File: config.mk
export PLATFORM = sky130hd
export DESIGN_NAME = xt_chipset_ems_register_block
export DESIGN_NICKNAME = d
export VERILOG_FILES = /design/src/xcems_pkg.sv /design/src/xt_chipset_ems_register_block.sv /design/src/xcems_regfile.sv /design/src/xcems_xlate.sv
export SDC_FILE = /design/constraint.sdc
export NUM_CORES = 1
export LEC_CHECK = 0
export BUFFER_PORTS_ARGS = -buffer_cell sky130_fd_sc_hd__buf_2
export CORE_ASPECT_RATIO = 1.2
export CORE_MARGIN = 10
export CORE_UTILIZATION = 25
export DETAILED_ROUTE_END_ITERATION = 8
export PLACE_DENSITY_LB_ADDON = 0.25
export SLEW_MARGIN = 20
export SYNTH_ARGS = -nofsm -noshare
export SYNTH_HDL_FRONTEND = slang
export SYNTH_SLANG_ARGS = --single-unit
File: constraint.sdc
create_clock -name clock -period 8.23 [get_ports clock]
set_clock_uncertainty 0.2 [all_clocks]
set_input_delay 1.2345 -clock clock [delete_from_list [all_inputs] [get_ports clock]]
set_output_delay 1.2345 -clock clock [all_outputs]
set_load 0.01 [all_outputs]
File: src/xcems_pkg.sv
// shared types, codes and register helpers for the ems register block
package xcems_pkg;

   // request codes
   localparam logic [1:0] CMD_IO_WR = 2'd0;
   localparam logic [1:0] CMD_IO_RD = 2'd1;
   localparam logic [1:0] CMD_XLATE = 2'd2;

   // i/o ports
   localparam logic [15:0] PORT_INDEX   = 16'h0022;
   localparam logic [15:0] PORT_DATA    = 16'h0023;
   localparam logic [15:0] PORT_EXTRA0  = 16'h0072;
   localparam logic [15:0] PORT_EXTRA1  = 16'h007E;
   localparam logic [15:0] PORT_EXTRA2  = 16'h007F;
   localparam logic [13:0] PAGE_PORT_BASE = 14'h0208;

   // configuration register indexes
   localparam logic [7:0] REG_CTL0     = 8'h40;
   localparam logic [7:0] REG_CTL1     = 8'h41;
   localparam logic [7:0] REG_CTL2     = 8'h42;
   localparam logic [7:0] REG_CTL3     = 8'h43;
   localparam logic [7:0] REG_NMI0     = 8'h44;
   localparam logic [7:0] REG_NMI1     = 8'h45;
   localparam logic [7:0] REG_NMI2     = 8'h46;
   localparam logic [7:0] REG_NMI3     = 8'h47;
   localparam logic [7:0] REG_CTL8     = 8'h48;
   localparam logic [7:0] REG_LAST_LOW = 8'h49;
   localparam logic [7:0] REG_NMI_CTL  = 8'h4B;
   localparam logic [7:0] REG_EMS_BASE = 8'h4C;

   localparam int CFG_DEPTH     = 12;
   localparam int EXTRA_DEPTH   = 3;
   localparam logic [3:0] SLOT_CTL1     = 4'd1;
   localparam logic [3:0] SLOT_NMI_CTL  = 4'd10;
   localparam logic [3:0] SLOT_EMS_BASE = 4'd11;

   localparam int NUM_PAGES_DEF = 4;
   localparam logic [12:0] MEM_SIZE_RESET = 13'd640;

   // window block numbers are in 16K units: 0xC0000 and 0xA0000, and the xor 0xC000
   localparam logic [6:0] WIN_BLOCK_BASE  = 7'h30;
   localparam logic [6:0] WIN_BLOCK_FLIP  = 7'h03;
   localparam logic [7:0] PHYS_BLOCK_BASE = 8'h28;

   typedef struct packed {
      logic [1:0]  cmd;
      logic [15:0] io_port;
      logic [7:0]  write_data;
      logic [19:0] mem_addr;
   } req_type;

   typedef struct packed {
      logic [7:0]  read_data;
      logic [31:0] nmi_vector;
      logic        nmi_vector_on;
      logic        soft_reset;
   } rf_rsp_type;

   typedef struct packed {
      logic        ems_hit;
      logic [1:0]  hit_page;
      logic [21:0] phys_addr;
      logic        in_range;
   } xl_rsp_type;

   function automatic logic cfg_slot_ok(input logic [7:0] idx);
      cfg_slot_ok = (idx >= REG_CTL0 && idx <= REG_LAST_LOW) ||
                    idx == REG_NMI_CTL || idx == REG_EMS_BASE;
   endfunction

   function automatic logic [3:0] cfg_slot(input logic [7:0] idx);
      logic [7:0] diff;
      diff = idx - REG_CTL0;
      if (idx == REG_NMI_CTL) begin
         cfg_slot = SLOT_NMI_CTL;
      end else if (idx == REG_EMS_BASE) begin
         cfg_slot = SLOT_EMS_BASE;
      end else begin
         cfg_slot = diff[3:0];
      end
   endfunction

   function automatic logic [7:0] cfg_mask(input logic [7:0] idx);
      case (idx)
         REG_CTL0: cfg_mask = 8'hC7;
         REG_CTL1: cfg_mask = 8'hED;
         REG_CTL2: cfg_mask = 8'h01;
         default:  cfg_mask = 8'hFF;
      endcase
   endfunction

   function automatic logic [7:0] cfg_reset(input logic [3:0] slot);
      case (slot)
         4'(REG_CTL0 - REG_CTL0): cfg_reset = 8'h01;
         4'(REG_CTL3 - REG_CTL0): cfg_reset = 8'h30;
         4'(REG_CTL8 - REG_CTL0): cfg_reset = 8'h01;
         default:                 cfg_reset = 8'h00;
      endcase
   endfunction

endpackage

File: src/xt_chipset_ems_register_block.sv
// top level: request register, register file, translation and result register
//
//  channel | direction | handshake            | payload
//  req     | in        | req_valid, req_stall | cmd, io_port, write_data, mem_addr
//  rsp     | out       | rsp_valid, rsp_stall | read_data .. soft_reset
//  csr     | in        | csr_valid, csr_ready | mem_size_kb in csr_data
//
// one request per cycle unless rsp stalls; a request is held in the request register, then its
// result in the result register, where it is valid; the path between is the page
// window compares and the register file decode.
// reset is synchronous; registers come up as after a soft reset, nmi vector zero,
// mem size 640K. a stall on rsp holds the result and backs up into the request
// register; req_stall rises only while that register holds a request that cannot move.
module xt_chipset_ems_register_block
   import xcems_pkg::*;
#(
   parameter int NUM_PAGES = NUM_PAGES_DEF
) (
   input  logic        clock,
   input  logic        reset,
   input  logic        req_valid,
   output logic        req_stall,
   input  logic [1:0]  req_cmd,
   input  logic [15:0] req_io_port,
   input  logic [7:0]  req_write_data,
   input  logic [19:0] req_mem_addr,
   output logic        rsp_valid,
   input  logic        rsp_stall,
   output logic [7:0]  rsp_read_data,
   output logic        rsp_ems_hit,
   output logic [1:0]  rsp_hit_page,
   output logic [21:0] rsp_phys_addr,
   output logic        rsp_in_range,
   output logic [31:0] rsp_nmi_vector,
   output logic        rsp_nmi_vector_on,
   output logic        rsp_soft_reset,
   input  logic        csr_valid,
   output logic        csr_ready,
   input  logic [12:0] csr_data
);

   logic                      in_valid_ff;
   req_type                   in_req_ff;
   logic                      rsp_valid_ff;
   rf_rsp_type                rf_rsp_ff;
   xl_rsp_type                xl_rsp_ff;
   logic [12:0]               mem_size_ff;

   logic                      advance;
   rf_rsp_type                rf_rsp;
   xl_rsp_type                xl_rsp;
   logic [3:0]                win_base;
   logic [NUM_PAGES-1:0][7:0] page_regs;

   assign advance   = in_valid_ff && (!rsp_valid_ff || !rsp_stall);
   assign req_stall = in_valid_ff && !advance;
   assign csr_ready = 1'b1;

   xcems_regfile #(
      .NUM_PAGES(NUM_PAGES)
   ) u_regfile (
      .clock     (clock),
      .reset     (reset),
      .go        (advance),
      .req       (in_req_ff),
      .rsp       (rf_rsp),
      .win_base  (win_base),
      .page_regs (page_regs)
   );

   xcems_xlate #(
      .NUM_PAGES(NUM_PAGES)
   ) u_xlate (
      .req         (in_req_ff),
      .win_base    (win_base),
      .page_regs   (page_regs),
      .mem_size_kb (mem_size_ff),
      .rsp         (xl_rsp)
   );

   always_ff @(posedge clock) begin
      if (reset) begin
         in_valid_ff  <= 1'b0;
         rsp_valid_ff <= 1'b0;
         mem_size_ff  <= MEM_SIZE_RESET;
      end else begin
         if (req_valid && !req_stall) begin
            in_valid_ff <= 1'b1;
         end else if (advance) begin
            in_valid_ff <= 1'b0;
         end
         if (advance) begin
            rsp_valid_ff <= 1'b1;
         end else if (!rsp_stall) begin
            rsp_valid_ff <= 1'b0;
         end
         if (csr_valid && csr_ready) begin
            mem_size_ff <= csr_data;
         end
      end
   end

   always_ff @(posedge clock) begin
      if (req_valid && !req_stall) begin
         in_req_ff.cmd        <= req_cmd;
         in_req_ff.io_port    <= req_io_port;
         in_req_ff.write_data <= req_write_data;
         in_req_ff.mem_addr   <= req_mem_addr;
      end
      if (advance) begin
         rf_rsp_ff <= rf_rsp;
         xl_rsp_ff <= xl_rsp;
      end
   end

   assign rsp_valid         = rsp_valid_ff;
   assign rsp_read_data     = rf_rsp_ff.read_data;
   assign rsp_ems_hit       = xl_rsp_ff.ems_hit;
   assign rsp_hit_page      = xl_rsp_ff.hit_page;
   assign rsp_phys_addr     = xl_rsp_ff.phys_addr;
   assign rsp_in_range      = xl_rsp_ff.in_range;
   assign rsp_nmi_vector    = rf_rsp_ff.nmi_vector;
   assign rsp_nmi_vector_on = rf_rsp_ff.nmi_vector_on;
   assign rsp_soft_reset    = rf_rsp_ff.soft_reset;

`ifndef NO_ASSERTIONS
   a_stall_only_when_full: assert property (@(posedge clock) disable iff (reset)
      req_stall |-> in_valid_ff && rsp_valid_ff)
      else $error("request stalled with room downstream");

   a_range_needs_hit: assert property (@(posedge clock) disable iff (reset)
      rsp_valid_ff && rsp_in_range |-> rsp_ems_hit)
      else $error("in range flagged without a window hit");

   a_srst_clears_nmi_on: assert property (@(posedge clock) disable iff (reset)
      rsp_valid_ff && rsp_soft_reset |-> !rsp_nmi_vector_on)
      else $error("soft reset left the nmi vector enabled");

   a_xlate_no_read: assert property (@(posedge clock) disable iff (reset)
      advance && in_req_ff.cmd == CMD_XLATE |=> rsp_read_data == 8'h00 && !rsp_soft_reset)
      else $error("translate request returned read data or soft reset");
`endif

endmodule

File: src/xcems_regfile.sv
// configuration, extra, page and nmi vector registers with the i/o decode
module xcems_regfile
   import xcems_pkg::*;
#(
   parameter int NUM_PAGES = NUM_PAGES_DEF
) (
   input  logic                      clock,
   input  logic                      reset,
   input  logic                      go,
   input  req_type                   req,
   output rf_rsp_type                rsp,
   output logic [3:0]                win_base,
   output logic [NUM_PAGES-1:0][7:0] page_regs
);

   localparam int PAGE_IDX_W = (NUM_PAGES > 1) ? $clog2(NUM_PAGES) : 1;

   logic [7:0]                index_ff, index_in;
   logic                      armed_ff, armed_in;
   logic [7:0]                cfg_ff [0:CFG_DEPTH-1];
   logic [7:0]                cfg_in [0:CFG_DEPTH-1];
   logic [7:0]                extra_ff [0:EXTRA_DEPTH-1];
   logic [7:0]                extra_in [0:EXTRA_DEPTH-1];
   logic [NUM_PAGES-1:0][7:0] page_ff, page_in;
   logic [31:0]               nmi_vec_ff, nmi_vec_in;
   logic                      nmi_en_ff, nmi_en_in;

   logic                  slot_ok;
   logic [3:0]            slot;
   logic                  page_port;
   logic [PAGE_IDX_W-1:0] page_idx;
   logic [7:0]            wr_val;
   logic [7:0]            rd_data;
   logic                  srst;

   assign slot_ok  = cfg_slot_ok(index_ff);
   assign slot     = cfg_slot(index_ff);
   assign page_idx = req.io_port[13+PAGE_IDX_W:14];
   assign page_port = (req.io_port[13:0] ==
                       PAGE_PORT_BASE + {6'd0, cfg_ff[SLOT_EMS_BASE][7:4], 4'd0}) &&
                      ({1'b0, req.io_port[15:14]} < 3'(NUM_PAGES));
   assign wr_val = req.write_data & cfg_mask(index_ff);

   always_comb begin
      index_in   = index_ff;
      armed_in   = armed_ff;
      cfg_in     = cfg_ff;
      extra_in   = extra_ff;
      page_in    = page_ff;
      nmi_vec_in = nmi_vec_ff;
      nmi_en_in  = nmi_en_ff;
      rd_data    = 8'h00;
      srst       = 1'b0;
      case (req.cmd)
         CMD_IO_WR: begin
            if (req.io_port == PORT_INDEX) begin
               index_in = req.write_data;
               armed_in = 1'b1;
            end else if (req.io_port == PORT_DATA) begin
               if (armed_ff) begin
                  armed_in = 1'b0;
                  if (slot_ok) begin
                     cfg_in[slot] = wr_val;
                     case (index_ff)
                        REG_NMI0:    nmi_vec_in[7:0]   = req.write_data;
                        REG_NMI1:    nmi_vec_in[15:8]  = req.write_data;
                        REG_NMI2:    nmi_vec_in[23:16] = req.write_data;
                        REG_NMI3:    nmi_vec_in[31:24] = req.write_data;
                        REG_NMI_CTL: nmi_en_in         = req.write_data[6];
                        default:     nmi_en_in         = nmi_en_ff;
                     endcase
                  end
               end
            end else if (req.io_port == PORT_EXTRA0) begin
               extra_in[0] = req.write_data & 8'h7E;
            end else if (req.io_port == PORT_EXTRA1) begin
               extra_in[1] = req.write_data;
            end else if (req.io_port == PORT_EXTRA2) begin
               extra_in[2] = req.write_data;
               // soft reset keeps the nmi vector itself
               if (cfg_ff[SLOT_CTL1][6] && req.write_data[3]) begin
                  srst      = 1'b1;
                  index_in  = 8'h00;
                  armed_in  = 1'b0;
                  nmi_en_in = 1'b0;
                  page_in   = '0;
                  for (int s = 0; s < CFG_DEPTH; s++) begin
                     cfg_in[s] = cfg_reset(4'(s));
                  end
                  for (int e = 0; e < EXTRA_DEPTH; e++) begin
                     extra_in[e] = 8'h00;
                  end
               end
            end else if (page_port) begin
               page_in[page_idx] = req.write_data;
            end
         end
         CMD_IO_RD: begin
            rd_data = 8'hFF;
            if (req.io_port == PORT_INDEX) begin
               rd_data = index_ff;
            end else if (req.io_port == PORT_DATA) begin
               if (armed_ff) begin
                  armed_in = 1'b0;
                  if (slot_ok) begin
                     rd_data = cfg_ff[slot];
                  end
               end
            end else if (req.io_port == PORT_EXTRA0) begin
               rd_data = extra_ff[0];
            end else if (req.io_port == PORT_EXTRA1) begin
               rd_data = extra_ff[1];
            end else if (req.io_port == PORT_EXTRA2) begin
               rd_data = extra_ff[2];
            end else if (page_port) begin
               rd_data = page_ff[page_idx];
            end
         end
         default: begin
            rd_data = 8'h00;
         end
      endcase
   end

   always_ff @(posedge clock) begin
      if (reset) begin
         index_ff   <= 8'h00;
         armed_ff   <= 1'b0;
         page_ff    <= '0;
         nmi_vec_ff <= 32'h0;
         nmi_en_ff  <= 1'b0;
         for (int s = 0; s < CFG_DEPTH; s++) begin
            cfg_ff[s] <= cfg_reset(4'(s));
         end
         for (int e = 0; e < EXTRA_DEPTH; e++) begin
            extra_ff[e] <= 8'h00;
         end
      end else if (go) begin
         index_ff   <= index_in;
         armed_ff   <= armed_in;
         page_ff    <= page_in;
         nmi_vec_ff <= nmi_vec_in;
         nmi_en_ff  <= nmi_en_in;
         cfg_ff     <= cfg_in;
         extra_ff   <= extra_in;
      end
   end

   assign rsp.read_data     = rd_data;
   assign rsp.nmi_vector    = nmi_vec_in;
   assign rsp.nmi_vector_on = nmi_en_in;
   assign rsp.soft_reset    = srst;
   assign win_base          = cfg_ff[SLOT_EMS_BASE][3:0];
   assign page_regs         = page_ff;

endmodule

File: src/xcems_xlate.sv
// ems window match and physical address translation
module xcems_xlate
   import xcems_pkg::*;
#(
   parameter int NUM_PAGES = NUM_PAGES_DEF
) (
   input  req_type                   req,
   input  logic [3:0]                win_base,
   input  logic [NUM_PAGES-1:0][7:0] page_regs,
   input  logic [12:0]               mem_size_kb,
   output xl_rsp_type                rsp
);

   logic [6:0] win_blk [0:NUM_PAGES-1];
   logic [NUM_PAGES-1:0] page_hit;
   logic [6:0]  sel_page;
   logic [1:0]  sel_idx;
   logic        any_hit;
   logic [21:0] phys;
   logic [22:0] limit;

   always_comb begin
      for (int i = 0; i < NUM_PAGES; i++) begin
         win_blk[i] = WIN_BLOCK_BASE + {3'd0, win_base} + 7'(i);
         if (i == 1 || i == 2) begin
            win_blk[i] = win_blk[i] ^ WIN_BLOCK_FLIP;
         end
         page_hit[i] = page_regs[i][7] && ({1'b0, req.mem_addr[19:14]} == win_blk[i]);
      end
   end

   // lowest enabled page that matches wins
   always_comb begin
      any_hit  = 1'b0;
      sel_idx  = 2'd0;
      sel_page = 7'd0;
      for (int i = NUM_PAGES - 1; i >= 0; i--) begin
         if (page_hit[i]) begin
            any_hit  = 1'b1;
            sel_idx  = 2'(i);
            sel_page = page_regs[i][6:0];
         end
      end
   end

   assign phys  = {PHYS_BLOCK_BASE + {1'b0, sel_page}, req.mem_addr[13:0]};
   assign limit = {mem_size_kb, 10'd0};

   always_comb begin
      rsp = '0;
      if (req.cmd == CMD_XLATE && any_hit) begin
         rsp.ems_hit   = 1'b1;
         rsp.hit_page  = sel_idx;
         rsp.phys_addr = phys;
         rsp.in_range  = ({1'b0, phys} < limit);
      end
   end

endmodule
==> out/results.ini <==
[outcome]
outcome = completed

[detailed_routing]
vias_per_cell = 5.008
drtPass1Iterations = 5
drc_errors = 0
wl_mm = 45.75
drt_iter0_markers = 906
wire_per_inst_um = 21.07
postRouteAntennaNets = 0
num_vias = 10872

[grt]
track_usage_pct = 13.39
antenna_found_initial = 0
grt_pass1_vias = 10985
grt_pass1_wl_mm = 69.21
grt_overflow = 0
grt_max_degree = 88

[critical_path]
cp-end-kind = register
critPathLaunchType = register
crit_required_ns = 8.44
r2r-start = u_regfile.win_base[2]
arrival_ns = 4.62
r2r_cells = 16
crit_type = register to register
crit_fanout = 10
regToRegSetupSlack_ns = 3.82
r2r-end = rsp_in_range

[hold_path]
holdCritPathClass = register to register
hold_path_end = u_regfile.cfg_ff[88]
worstHoldStart = u_regfile.cfg_ff[88]
min_path_cells = 2

[sta]
max_freq_ghz = 0.2267
finalCritPeriodShare_pct = 53.59
maxSlewViolCount = 0
fin_crit_ns = 4.411
setup_viol = 0
tightest_slew_ns = 1.209
hold_viol = 0
finalSetupTns_ns = 0
max_slew_margin_pct = 19.04
rsz0062_at_grt = no

[final_layout]
final_util_pct = 30.21
drive_gt1_share_pct = 19.64
final_area_mm2 = 0.01663
nets = 1502
num_antenna_cells = 0
area_delta_synth_final_pct = 19.07

[clocking]
cts_resized = 0
cts.sink_count = 321
clock_tree.buffer_depth = 3
h-tree-depth = 2
cts_hold_buf = 0
cts-root-buf = clkbuf_16
cts_inserted_buffers = 38
post-cts-setup-buffers = 0
path_clk_slew_ns = 0.06
cts_tree = done
clock_latency_ns = 0.56

[power_and_ir_drop]
comb_power_share_pct = 4.2
ir_drop_mv = 0.1171
intPower_uw = 2791
p_per_area_mw_per_mm2 = 216.6
swShare_pct = 22.52
power.switching_uw = 811.5
leakage_uw = 0.005952
pwr-share-clk_pct = 48.6
seqPwrFrac_pct = 47.2

[yosys]
syn_area_mm2 = 0.01397
synth_area_leader_cell = dfxtp_1
ys_types = 76
syn_inst = 1320
synth-seq-cells = 321
synth_fp_nets = 1401
synth.top_cell.area_share_pct = 29.67
ys_top_cells_by_area = dfxtp_1, edfxtp_1, a22oi_1
syn_area_per_cell_um2 = 10.58
synth-async-reset-ratio_pct = 0
ys.flop_type = dfxtp_1
post-synth-top-count-cell = dfxtp_1
synth_seq_area_share_pct = 54.18
synth-edff-count = 114
ys.warnings.count = 0
synth_commonest_cells = dfxtp_1, nor2_1, edfxtp_1

[floorplan]
num_io_pins = 135
rows = 94
die_x_um = 235.8
fp.dieH_um = 278.9
core_mm2 = 0.05504
die_area_mm2 = 0.06576
start_util_pct = 25.37

[placed_design]
gp_congestion = 0.8395
place_area_mm2 = 0.01534
portBuffers = 133
dp_hpwl_mm = 31.77

[run]
maxCapViolCount = 0

==> state kept, by name, indices dropped and copies added (netlist names) <==
name	cells
rsp_read_data	8
in_valid_ff	1
u_regfile.page_regs	32
rsp_nmi_vector_on	1
u_regfile.nmi_en_ff	1
rsp_valid	1
u_regfile.win_base	4
u_regfile.index_ff	8
rsp_hit_page	2
rsp_soft_reset	1
mem_size_ff	13
rsp_nmi_vector	32
rsp_in_range	1
in_req_ff	46
u_regfile.cfg_ff	92
u_regfile.armed_ff	1
u_regfile.extra_ff	22
u_regfile.nmi_vec_ff	32
rsp_phys_addr	22
rsp_ems_hit	1
==> worst max-delay path by stage <==
stage          slack [ns]            to  depth (start not counted)                  start
2_1_floorplan        3.98   rsp_ems_hit                          2              rsp_stall
3_3_place_gp         3.95  rsp_in_range                         16  u_regfile.win_base[2]
3_5_place_dp         3.86  rsp_in_range                         16  u_regfile.win_base[2]
4_1_cts              3.85  rsp_in_range                         16  u_regfile.win_base[2]
5_1_grt              3.33  rsp_in_range                         16  u_regfile.win_base[2]
6_report             3.82  rsp_in_range                         16  u_regfile.win_base[2]
==> final cells by class <==
class / instances / area, um2
clock buffers: 53 / 1067
clock inverters: 17 / 222.7
fillers: 5749 / 38410
inverters: 27 / 101.3
multi-input cells: 880 / 5952
flip-flops and latches: 321 / 7567
well taps: 720 / 900.9
repair buffers: 153 / 818.3
==> placed cells by master, fill, tap and decap left out, types with 10 or more instances in the layout <==
cell,instances
mux2i_1,13
a21oi_1,73
clkbuf_16,38
and2_1,42
nor2_1,124
nor3_1,19
dfxtp_1,207
ha_1,17
a221o_1,25
a22o_1,49
buf_4,21
inv_1,27
nand3_1,74
a221oi_1,19
buf_2,132
a21o_1,10
and3_1,11
a22oi_1,84
edfxtp_1,114
nand2_1,93
mux2_2,29
o21ai_0,22
==> critical path, cell delays in order, from the launching register on <==
cell and delay, ns:
dfxtp_1 0.53, ha_1 0.30, ha_1 0.24, a311oi_1 0.06
a41o_1 0.25, nor4_2 0.74, a311oi_1 0.25, o31ai_2 0.42
ha_1 0.27, inv_1 0.07, a21oi_1 0.16, nor2b_1 0.07
ha_1 0.17, a21o_1 0.17, a21oi_1 0.13, o21ai_0 0.09
a21oi_1 0.17
==> power groups by stage <==
stage	combinational, uW	clock [uW]	sequential [uW]
finish	150	1750	1700
global route	165	1860	1710
CTS	154	1800	1700
detailed placement	153	0	1740
global placement	151	0	1740
floorplan	71.8	0	1740
==> metrics by stage <==
stage	instances	hold slack, ns	power [uW]	worst slack (ns)
after global routing	2171	0.2701	3732	3.331
final	2171	0.2510	3603	3.819
after global placement	2101	0.2374	1887	3.946
after CTS	2171	0.2523	3659	3.845
after floorplan	1320	0.2256	1808	3.976
after detailed placement	2101	0.2449	1890	3.856
==> routing by layer <==
layer / share of wire (%) / GRT usage (%)
met3: 4.3 / 2.525
met5: 0 / 0
met2: 50 / 23.24
met1: 43 / 16.32
met4: 2.6 / 4.557
==> cell families (layout without fill, tap and decap cells) <==
| logic type | Yosys count | count (layout) | synth area share (%) |
|---|---|---|---|
| simple gates | 434 | 434 | 15.93 |
| compound gates | 359 | 359 | 18.98 |
| flops | 321 | 321 | 54.18 |
| buf+inv | 119 | 250 | 3.449 |
| mux | 53 | 53 | 4.802 |
| fa+ha+maj | 17 | 17 | 1.523 |
| xor+xnor | 16 | 16 | 1.102 |
| other cells | 1 | 1 | 0.02685 |
(Power assumes the default switching activity.)
